==> src/wsr_pkg.sv <==
// shared types and constants of the waveform scope rasteriser
`default_nettype none
package wsr_pkg;

    localparam int unsigned SAMPLE_W   = 16;
    localparam int unsigned WIDTH_W    = 10;
    localparam int unsigned HEIGHT_W   = 8;
    localparam int unsigned CENTRE_W   = 7;
    localparam int unsigned CFG_IDX_W  = 1;
    localparam int unsigned CFG_DATA_W = 10;

    // signed row before the clamp: quotient plus centre, two spare bits
    localparam int unsigned ROW_W      = HEIGHT_W + 2;

    // divider operands: 17-bit dividend covers the full-scale constant
    localparam int unsigned DIVIDEND_W = 17;
    localparam int unsigned DIVISOR_W  = 16;
    localparam int unsigned DIV_STEPS  = DIVIDEND_W;
    localparam int unsigned DIV_CNT_W  = $clog2(DIV_STEPS);

    localparam logic [DIVIDEND_W-1:0] FULL_SCALE = DIVIDEND_W'(65536);
    localparam logic [HEIGHT_W-1:0]   MIN_HEIGHT = HEIGHT_W'(3);
    localparam logic [WIDTH_W-1:0]    RST_WIDTH  = WIDTH_W'(128);
    localparam logic [HEIGHT_W-1:0]   RST_HEIGHT = HEIGHT_W'(64);

    // configuration register indexes
    localparam logic [CFG_IDX_W-1:0] CFG_SCREEN_WIDTH  = 1'b0;
    localparam logic [CFG_IDX_W-1:0] CFG_SCREEN_HEIGHT = 1'b1;

    typedef enum logic [2:0] {
        S_IDLE,
        S_RATIO_GO,
        S_RATIO_WAIT,
        S_QUOT_GO,
        S_QUOT_WAIT,
        S_FINISH
    } t_state;

    typedef struct packed {
        logic                  start;
        logic [DIVIDEND_W-1:0] dividend;
        logic [DIVISOR_W-1:0]  divisor;
    } t_div_req;

    typedef struct packed {
        logic                  done;
        logic [DIVIDEND_W-1:0] quotient;
    } t_div_rsp;

endpackage
`default_nettype wire

==> src/wsr_div.sv <==
// bit-serial restoring divider, one quotient bit per cycle
`default_nettype none
module wsr_div (
    input  wire logic              i_clk,
    input  wire logic              i_rst_n,
    input  wire wsr_pkg::t_div_req i_req,
    output wsr_pkg::t_div_rsp      o_rsp
);

    logic                           r_busy, n_busy;
    logic                           r_done, n_done;
    logic [wsr_pkg::DIV_CNT_W-1:0]  r_cnt, n_cnt;
    logic [wsr_pkg::DIVISOR_W-1:0]  r_rem, n_rem;
    logic [wsr_pkg::DIVIDEND_W-1:0] r_q, n_q;
    logic [wsr_pkg::DIVISOR_W-1:0]  r_dvs, n_dvs;

    logic [wsr_pkg::DIVISOR_W:0]    shifted;
    logic [wsr_pkg::DIVISOR_W+1:0]  diff;
    logic                           fits;

    always_comb begin
        shifted = {r_rem, r_q[wsr_pkg::DIVIDEND_W-1]};
        diff    = {1'b0, shifted} - {2'b00, r_dvs};
        fits    = ~diff[wsr_pkg::DIVISOR_W+1];

        n_busy = r_busy;
        n_done = 1'b0;
        n_cnt  = r_cnt;
        n_rem  = r_rem;
        n_q    = r_q;
        n_dvs  = r_dvs;
        if (i_req.start) begin
            n_busy = 1'b1;
            n_cnt  = '0;
            n_rem  = '0;
            n_q    = i_req.dividend;
            n_dvs  = i_req.divisor;
        end else if (r_busy) begin
            // remainder stays below the divisor, so its low bits suffice
            n_rem = fits ? diff[wsr_pkg::DIVISOR_W-1:0] : shifted[wsr_pkg::DIVISOR_W-1:0];
            n_q   = {r_q[wsr_pkg::DIVIDEND_W-2:0], fits};
            n_cnt = r_cnt + 1'b1;
            if (r_cnt == wsr_pkg::DIV_CNT_W'(wsr_pkg::DIV_STEPS - 1)) begin
                n_busy = 1'b0;
                n_done = 1'b1;
            end
        end
    end

    always_ff @(posedge i_clk) begin
        if (!i_rst_n) begin
            r_busy <= 1'b0;
            r_done <= 1'b0;
            r_cnt  <= '0;
        end else begin
            r_busy <= n_busy;
            r_done <= n_done;
            r_cnt  <= n_cnt;
        end
        r_rem <= n_rem;
        r_q   <= n_q;
        r_dvs <= n_dvs;
    end

    assign o_rsp.done     = r_done;
    assign o_rsp.quotient = r_q;

endmodule
`default_nettype wire

==> src/waveform_scope_rasterizer.sv <==
// top level: one display column per stereo sample pair, with span to the previous column
// one sample pair in work at a time; the next is accepted once the previous one is loaded
//   into the output register, after two 17-step passes through the
//   shared bit-serial divider (full scale by height, then sample by that ratio)
// a finished result waits in the output register while the next pair is taken
// reset (synchronous, active low): column count and previous row cleared,
//   width 128 and height 64, no beat pending on either side
`default_nettype none
module waveform_scope_rasterizer (
    input  wire logic                           i_clk,
    input  wire logic                           i_rst_n,
    // configuration writes
    input  wire logic                           i_cfg_we,
    input  wire logic [wsr_pkg::CFG_IDX_W-1:0]  i_cfg_index,
    input  wire logic [wsr_pkg::CFG_DATA_W-1:0] i_cfg_data,
    // sample channel
    input  wire logic                           i_in_valid,
    output logic                                o_in_ready,
    input  wire logic signed [wsr_pkg::SAMPLE_W-1:0] i_sample_left,
    input  wire logic signed [wsr_pkg::SAMPLE_W-1:0] i_sample_right,
    // result channel
    output logic                                o_out_valid,
    input  wire logic                           i_out_ready,
    output logic                                o_frame_first,
    output logic [wsr_pkg::WIDTH_W-1:0]         o_point_column,
    output logic [wsr_pkg::CENTRE_W-1:0]        o_centre_row,
    output logic                                o_span_valid,
    output logic [wsr_pkg::WIDTH_W-1:0]         o_span_column,
    output logic [wsr_pkg::HEIGHT_W-1:0]        o_span_low_row,
    output logic [wsr_pkg::HEIGHT_W-1:0]        o_span_high_row,
    output logic                                o_frame_last
);

    // configuration registers
    logic [wsr_pkg::WIDTH_W-1:0]  r_width;
    logic [wsr_pkg::HEIGHT_W-1:0] r_height;

    always_ff @(posedge i_clk) begin
        if (!i_rst_n) begin
            r_width  <= wsr_pkg::RST_WIDTH;
            r_height <= wsr_pkg::RST_HEIGHT;
        end else if (i_cfg_we) begin
            unique case (i_cfg_index)
                wsr_pkg::CFG_SCREEN_WIDTH:  r_width  <= i_cfg_data[wsr_pkg::WIDTH_W-1:0];
                wsr_pkg::CFG_SCREEN_HEIGHT: r_height <= i_cfg_data[wsr_pkg::HEIGHT_W-1:0];
                default: ;
            endcase
        end
    end

    // sequencer
    wsr_pkg::t_state   r_state, n_state;
    wsr_pkg::t_div_req div_req;
    wsr_pkg::t_div_rsp div_rsp;

    logic in_beat, out_beat, out_free;
    assign in_beat  = i_in_valid & o_in_ready;
    assign out_beat = o_out_valid & i_out_ready;
    assign out_free = ~o_out_valid | i_out_ready;

    // per-item working registers
    logic [wsr_pkg::HEIGHT_W-1:0]  r_h;        // height after the lower bound
    logic                          r_neg;      // sign of the averaged sample
    logic [wsr_pkg::SAMPLE_W-1:0]  r_mag;      // magnitude of the average, up to 32768
    logic [wsr_pkg::DIVISOR_W-1:0] r_ratio;
    logic [wsr_pkg::HEIGHT_W-1:0]  r_quot;     // never above 127

    // column state
    logic [wsr_pkg::WIDTH_W-1:0]  r_col;
    logic [wsr_pkg::HEIGHT_W-1:0] r_prev;

    // averaging toward zero: bias negative sums by one before the shift
    logic signed [wsr_pkg::SAMPLE_W:0]   sum;
    logic signed [wsr_pkg::SAMPLE_W:0]   avg;
    logic        [wsr_pkg::SAMPLE_W:0]   avg_mag;

    always_comb begin
        sum     = {i_sample_left[wsr_pkg::SAMPLE_W-1], i_sample_left}
                + {i_sample_right[wsr_pkg::SAMPLE_W-1], i_sample_right};
        avg     = $signed(sum + {{wsr_pkg::SAMPLE_W{1'b0}}, sum[wsr_pkg::SAMPLE_W]}) >>> 1;
        avg_mag = avg[wsr_pkg::SAMPLE_W] ? -avg : avg;
    end

    // next state
    always_comb begin
        n_state = r_state;
        unique case (r_state)
            wsr_pkg::S_IDLE:       if (in_beat) n_state = wsr_pkg::S_RATIO_GO;
            wsr_pkg::S_RATIO_GO:   n_state = wsr_pkg::S_RATIO_WAIT;
            wsr_pkg::S_RATIO_WAIT: if (div_rsp.done) n_state = wsr_pkg::S_QUOT_GO;
            wsr_pkg::S_QUOT_GO:    n_state = wsr_pkg::S_QUOT_WAIT;
            wsr_pkg::S_QUOT_WAIT:  if (div_rsp.done) n_state = wsr_pkg::S_FINISH;
            wsr_pkg::S_FINISH:     if (out_free) n_state = wsr_pkg::S_IDLE;
            default:               n_state = wsr_pkg::S_IDLE;
        endcase
    end

    // outputs of the sequencer
    always_comb begin
        o_in_ready       = 1'b0;
        div_req.start    = 1'b0;
        div_req.dividend = wsr_pkg::FULL_SCALE;
        div_req.divisor  = {{(wsr_pkg::DIVISOR_W-wsr_pkg::HEIGHT_W){1'b0}}, r_h};
        unique case (r_state)
            wsr_pkg::S_IDLE:     o_in_ready = 1'b1;
            wsr_pkg::S_RATIO_GO: div_req.start = 1'b1;
            wsr_pkg::S_QUOT_GO: begin
                div_req.start    = 1'b1;
                div_req.dividend = {1'b0, r_mag};
                div_req.divisor  = r_ratio;
            end
            default: ;
        endcase
    end

    always_ff @(posedge i_clk) begin
        if (!i_rst_n) r_state <= wsr_pkg::S_IDLE;
        else          r_state <= n_state;
    end

    wsr_div u_div (
        .i_clk   (i_clk),
        .i_rst_n (i_rst_n),
        .i_req   (div_req),
        .o_rsp   (div_rsp)
    );

    always_ff @(posedge i_clk) begin
        if (in_beat) begin
            r_h   <= (r_height < wsr_pkg::MIN_HEIGHT) ? wsr_pkg::MIN_HEIGHT : r_height;
            r_neg <= avg[wsr_pkg::SAMPLE_W];
            r_mag <= avg_mag[wsr_pkg::SAMPLE_W-1:0];
        end
        if (r_state == wsr_pkg::S_RATIO_WAIT && div_rsp.done)
            r_ratio <= div_rsp.quotient[wsr_pkg::DIVISOR_W-1:0];
        if (r_state == wsr_pkg::S_QUOT_WAIT && div_rsp.done)
            r_quot <= div_rsp.quotient[wsr_pkg::HEIGHT_W-1:0];
    end

    // row: signed quotient plus centre, clamped to the screen
    logic [wsr_pkg::CENTRE_W-1:0]         centre;
    logic signed [wsr_pkg::ROW_W-1:0]     q_signed;
    logic signed [wsr_pkg::ROW_W-1:0]     row_raw;
    logic signed [wsr_pkg::ROW_W-1:0]     row_top;
    logic [wsr_pkg::HEIGHT_W-1:0]         row;
    logic [wsr_pkg::WIDTH_W-1:0]          width_eff;
    logic                                 last;
    logic                                 first;

    always_comb begin
        centre   = r_h[wsr_pkg::HEIGHT_W-1:1];
        q_signed = r_neg ? -{2'b00, r_quot} : {2'b00, r_quot};
        row_raw  = q_signed + {3'b000, centre};
        row_top  = {2'b00, r_h} - wsr_pkg::ROW_W'(1);
        if (row_raw < 0)
            row = '0;
        else if (row_raw > row_top)
            row = row_top[wsr_pkg::HEIGHT_W-1:0];
        else
            row = row_raw[wsr_pkg::HEIGHT_W-1:0];

        // zero width behaves as one column; a shrunk width ends the frame early
        width_eff = (r_width == '0) ? wsr_pkg::WIDTH_W'(1) : r_width;
        last      = r_col >= (width_eff - 1'b1);
        first     = (r_col == '0);
    end

    logic finish;
    assign finish = (r_state == wsr_pkg::S_FINISH) && out_free;

    // output register and column state
    always_ff @(posedge i_clk) begin
        if (!i_rst_n) begin
            o_out_valid <= 1'b0;
            r_col       <= '0;
            r_prev      <= '0;
        end else begin
            if (finish) begin
                o_out_valid <= 1'b1;
                r_col       <= last ? '0 : r_col + 1'b1;
                r_prev      <= row;
            end else if (out_beat) begin
                o_out_valid <= 1'b0;
            end
        end
        if (finish) begin
            o_frame_first   <= first;
            o_point_column  <= r_col;
            o_centre_row    <= centre;
            o_span_valid    <= ~first;
            o_span_column   <= first ? '0 : r_col - 1'b1;
            o_span_low_row  <= first ? '0 : ((r_prev < row) ? r_prev : row);
            o_span_high_row <= first ? '0 : ((r_prev < row) ? row : r_prev);
            o_frame_last    <= last;
        end
    end

    // checks on the sequencing and on the span fields
    a_busy_after_beat: assert property (@(posedge i_clk) disable iff (!i_rst_n)
        in_beat |=> !o_in_ready)
        else $error("sample accepted while the previous one is still in work");

    a_div_done_waits: assert property (@(posedge i_clk) disable iff (!i_rst_n)
        div_rsp.done |-> (r_state == wsr_pkg::S_RATIO_WAIT || r_state == wsr_pkg::S_QUOT_WAIT))
        else $error("divider finished outside a wait state");

    a_span_first: assert property (@(posedge i_clk) disable iff (!i_rst_n)
        o_out_valid |-> (o_span_valid == !o_frame_first))
        else $error("span flag disagrees with first column");

    a_span_order: assert property (@(posedge i_clk) disable iff (!i_rst_n)
        o_out_valid |-> (o_span_low_row <= o_span_high_row))
        else $error("span rows out of order");

    a_finish_loads: assert property (@(posedge i_clk) disable iff (!i_rst_n)
        finish |=> o_out_valid && (r_state == wsr_pkg::S_IDLE))
        else $error("finished column not presented");

endmodule
`default_nettype wire
==> config.mk <==
export PLATFORM = sky130hd
export DESIGN_NAME = waveform_scope_rasterizer
export DESIGN_NICKNAME = d
export VERILOG_FILES = /design/src/wsr_pkg.sv /design/src/wsr_div.sv /design/src/waveform_scope_rasterizer.sv
export SDC_FILE = /design/constraint.sdc
export NUM_CORES = 1
export LEC_CHECK = 0
export BUFFER_PORTS_ARGS = -buffer_cell sky130_fd_sc_hd__clkbuf_2
export CAP_MARGIN = 25
export CORE_MARGIN = 2
export CORE_UTILIZATION = 50
export DETAILED_ROUTE_END_ITERATION = 12
export PLACE_DENSITY = 0.69
export SLEW_MARGIN = 30
export SYNTH_ARGS = -nofsm -noshare
export SYNTH_HDL_FRONTEND = slang
export SYNTH_SLANG_ARGS = --single-unit
==> constraint.sdc <==
create_clock -name i_clk -period 9.9 [get_ports i_clk]
set_input_delay 0.495 -clock i_clk [delete_from_list [all_inputs] [get_ports i_clk]]
set_output_delay 0.495 -clock i_clk [all_outputs]
set_load 0.02 [all_outputs]
==> impl_metrics.json <==
{
  "clk_pin_slew_ps": 70,
  "worst_slew_pin_slew_ps": 949,
  "dr.pass1.iters": 4,
  "combPwrFrac_pct": 29.7,
  "reg2regPathDepth": 27,
  "synth_edf_count": 128,
  "cts.path.max_buffers": 2,
  "power.density_mw_per_mm2": 188,
  "cts_tree": "yes",
  "syn_nets": 1263,
  "fin_tns_setup_ps": 0,
  "ys.flop_type": "edfxtp_1",
  "muxShareOfSynthArea_pct": 3.20,
  "netlist_top_cells_count": "nand2_1 (139), edfxtp_1 (128), nor2_1 (100), ha_1 (76), dfxtp_1 (63)",
  "dp_hpwl_mm": 15.5,
  "drive_above_1_share_pct": 14.7,
  "min_period_ps": 6680,
  "drc": 0,
  "design.die.area_sq_mm": 0.0237,
  "hp-class": "in -> reg",
  "status": "finished, final reports clean",
  "synth_top_family_by_area": "simple AND/OR/NAND/NOR gates",
  "grt_max_degree": 59,
  "cts_resized": 0,
  "die_y_um": 154,
  "cap_violations": 0,
  "relSlewSlack_pct": 36.8,
  "netlist_area_sq_mm": 0.0113,
  "synth_warnings": 0,
  "vias": 8112,
  "period_share_pct": 67.5,
  "holdPathStages": 3,
  "cts_buffers": 17,
  "hp-start": "i_cfg_data[7]",
  "globalplace.congestion": 0.850,
  "syn_avg_cell_area_sq_um": 9.91,
  "synth_area_leaders": "edfxtp_1 (34%), dfxtp_1 (11%), ha_1 (8.4%)",
  "max_freq_ghz": 0.150,
  "nets": 1333,
  "antenna_cells": 0,
  "clockRootBuffer": "clkbuf_16",
  "netlist_instances": 1136,
  "grt_first_pass_wirelength_mm": 36.1,
  "yosys.area.top_type": "edfxtp_1",
  "drt_iter0_markers": 437,
  "clockPowerShare_pct": 28.7,
  "synthXorXnorAreaFrac_pct": 7.28,
  "switching_share_pct": 32.7,
  "htree_levels": 4,
  "required_ps": 10040,
  "cp_max_fo": 16,
  "grt_setup_unrepaired": "false",
  "fp.dieW_um": 154,
  "p_seq_share_pct": 41.6,
  "routedWlPerCell_um": 14.2,
  "postCtsHoldBufs": 0,
  "internal-power_mw": 1.59,
  "power.switching_mw": 0.771,
  "rr_startpoint": "r_quot[0]",
  "ant_nets": 0,
  "grt_pass1_vias": 7729,
  "antenna_found_initial": 0,
  "drt_wl_total_mm": 21.3,
  "core_sq_mm": 0.0220,
  "ir_drop_mv": 0.119,
  "hold_violations": 0,
  "ys_seq_area_share_pct": 45.4,
  "area_growth_pct": 11.5,
  "critical_path_class": "reg -> reg",
  "placementRows": 54,
  "synth_most_common_cell": "nand2_1",
  "fin_cells": 1499,
  "synth-simple-area-share_pct": 17.7,
  "ys_ff_latch": 191,
  "clk_latency_ps": 430,
  "crit_start": "r_quot[0]",
  "synth_compound_area_share_pct": 13.5,
  "async_flop_share_pct": 0,
  "grt_overflow": 0,
  "post-place-cells": 1467,
  "crit_arrival_ps": 6830,
  "synth.distinct_cells": 85,
  "vias_per_cell": 5.41,
  "fin_skew_ps": 13.8,
  "worstSetupStartpointType": "flip-flop",
  "start_util_pct": 51.3,
  "synth_top_area_share_pct": 34.1,
  "setup_viol": 0,
  "port_buffers": 95,
  "worst_slack_ps": 3220,
  "grt_use_total_pct": 18.4,
  "dp_slack_ps": 3300,
  "slew_viol_final": 0,
  "post-cts-setup-buffers": 0,
  "synth_adder_area_share_pct": 9.07,
  "leakagePower_nw": 5.19,
  "total_power_mw": 2.36,
  "io_pins": 96,
  "numClockSinks": 191,
  "end_kind": "flip-flop"
}
[cells by family (layout without fill, tap and decap cells)]
| kind of cell | after synthesis | in the layout |
|---|---|---|
| AO/OA/AOI/OAI | 216 | 216 |
| multiplexers | 35 | 35 |
| AND/OR/NAND/NOR | 413 | 413 |
| adder cells (fa/ha/maj) | 80 | 80 |
| buffers and inverters | 110 | 193 |
| flip-flops | 191 | 191 |
| XOR/XNOR | 91 | 91 |
[power groups by stage]
stage | clock [mW] | combinational [mW] | sequential (mW)
after floorplan | 0 | 0.575 | 0.980
after global placement | 0 | 0.679 | 0.997
after detailed placement | 0 | 0.697 | 0.999
after CTS | 0.691 | 0.703 | 0.982
after global routing | 0.728 | 0.798 | 0.991
final | 0.678 | 0.703 | 0.982
[registers in the layout, indices dropped and copies added (netlist names), 10 cells and up]
signal,count
u_div.r_rem,16
u_div.r_dvs,16
r_mag,16
u_div.r_q,17
r_width,10
o_point_column,10
r_ratio,16
r_col,10
o_span_column,10
[worst paths after layout]
kind                  endpoint  slack (ps)
max reg2reg  o_span_low_row[3]        3220
min reg2reg        r_ratio[14]         450
min                 r_width[7]         280
max          o_span_low_row[3]        3220
[layout by cell type (no fill, tap or decap), types with 8 or more instances in the layout]
master     instances
dfxtp_1           62
edfxtp_1         128
mux2_2             8
nor2_1           100
a21oi_1           38
o21ai_0           46
nand2b_1          14
clkbuf_2          95
a211oi_1          10
nor3_1            22
or3_1             10
inv_1             55
mux2i_1           27
ha_1              76
o21a_1            13
nand4_1           14
nor2b_1           12
xnor2_1           56
nand2_1          139
and3_1            18
xor2_1            32
clkbuf_16         18
a21o_1            19
a21boi_0          30
nand3_1           36
a31oi_1            9
[per-layer routing]
layer	global-route usage, %	routed length (um)	part of all wire, %
met5	0	0	0
met4	4.14	229	1.1
met3	3.27	630	3.0
met2	31.0	10200	48
met1	24.7	10300	48
[through the flow]
stage	area, sq um	hold slack, ps	utilization (%)
after floorplan	11300	426	-
after global placement	11900	436	54.3
after detailed placement	11900	435	54.4
after CTS	12500	274	57.1
after global routing	12500	284	57.1
final	12500	285	57.1
[worst max-delay path: stages, from the launching register on]
cell and delay (ps):
edfxtp_1 420, inv_1 100, ha_1 220, nand2_1 50, o21ai_0 120, ha_1 300, a21o_1 150, a21oi_1 220
nor2b_1 70, o21ai_0 290, a211oi_1 130, maj3_1 390, nor2_1 430, ha_1 260, nand4_1 120, o2111ai_1 200
o311a_1 510, nor2_1 80, a211oi_1 470, inv_1 90, ha_1 310, a21o_1 180, a21o_1 160, a21oi_1 180
o31a_1 160, a31o_2 460, mux2i_1 270, nor2_1 60
[layout make-up]
| class | count | area [sq um] |
|---|---|---|
| inverters | 59 | 221 |
| clock buffers | 19 | 464 |
| clock inverters | 13 | 135 |
| multi-input cells | 835 | 5740 |
| flip-flops and latches | 191 | 5110 |
| well taps | 280 | 350 |
| fillers | 1908 | 9410 |
| repair buffers | 102 | 528 |
No activity file was read; power rests on OpenSTA's default activity.
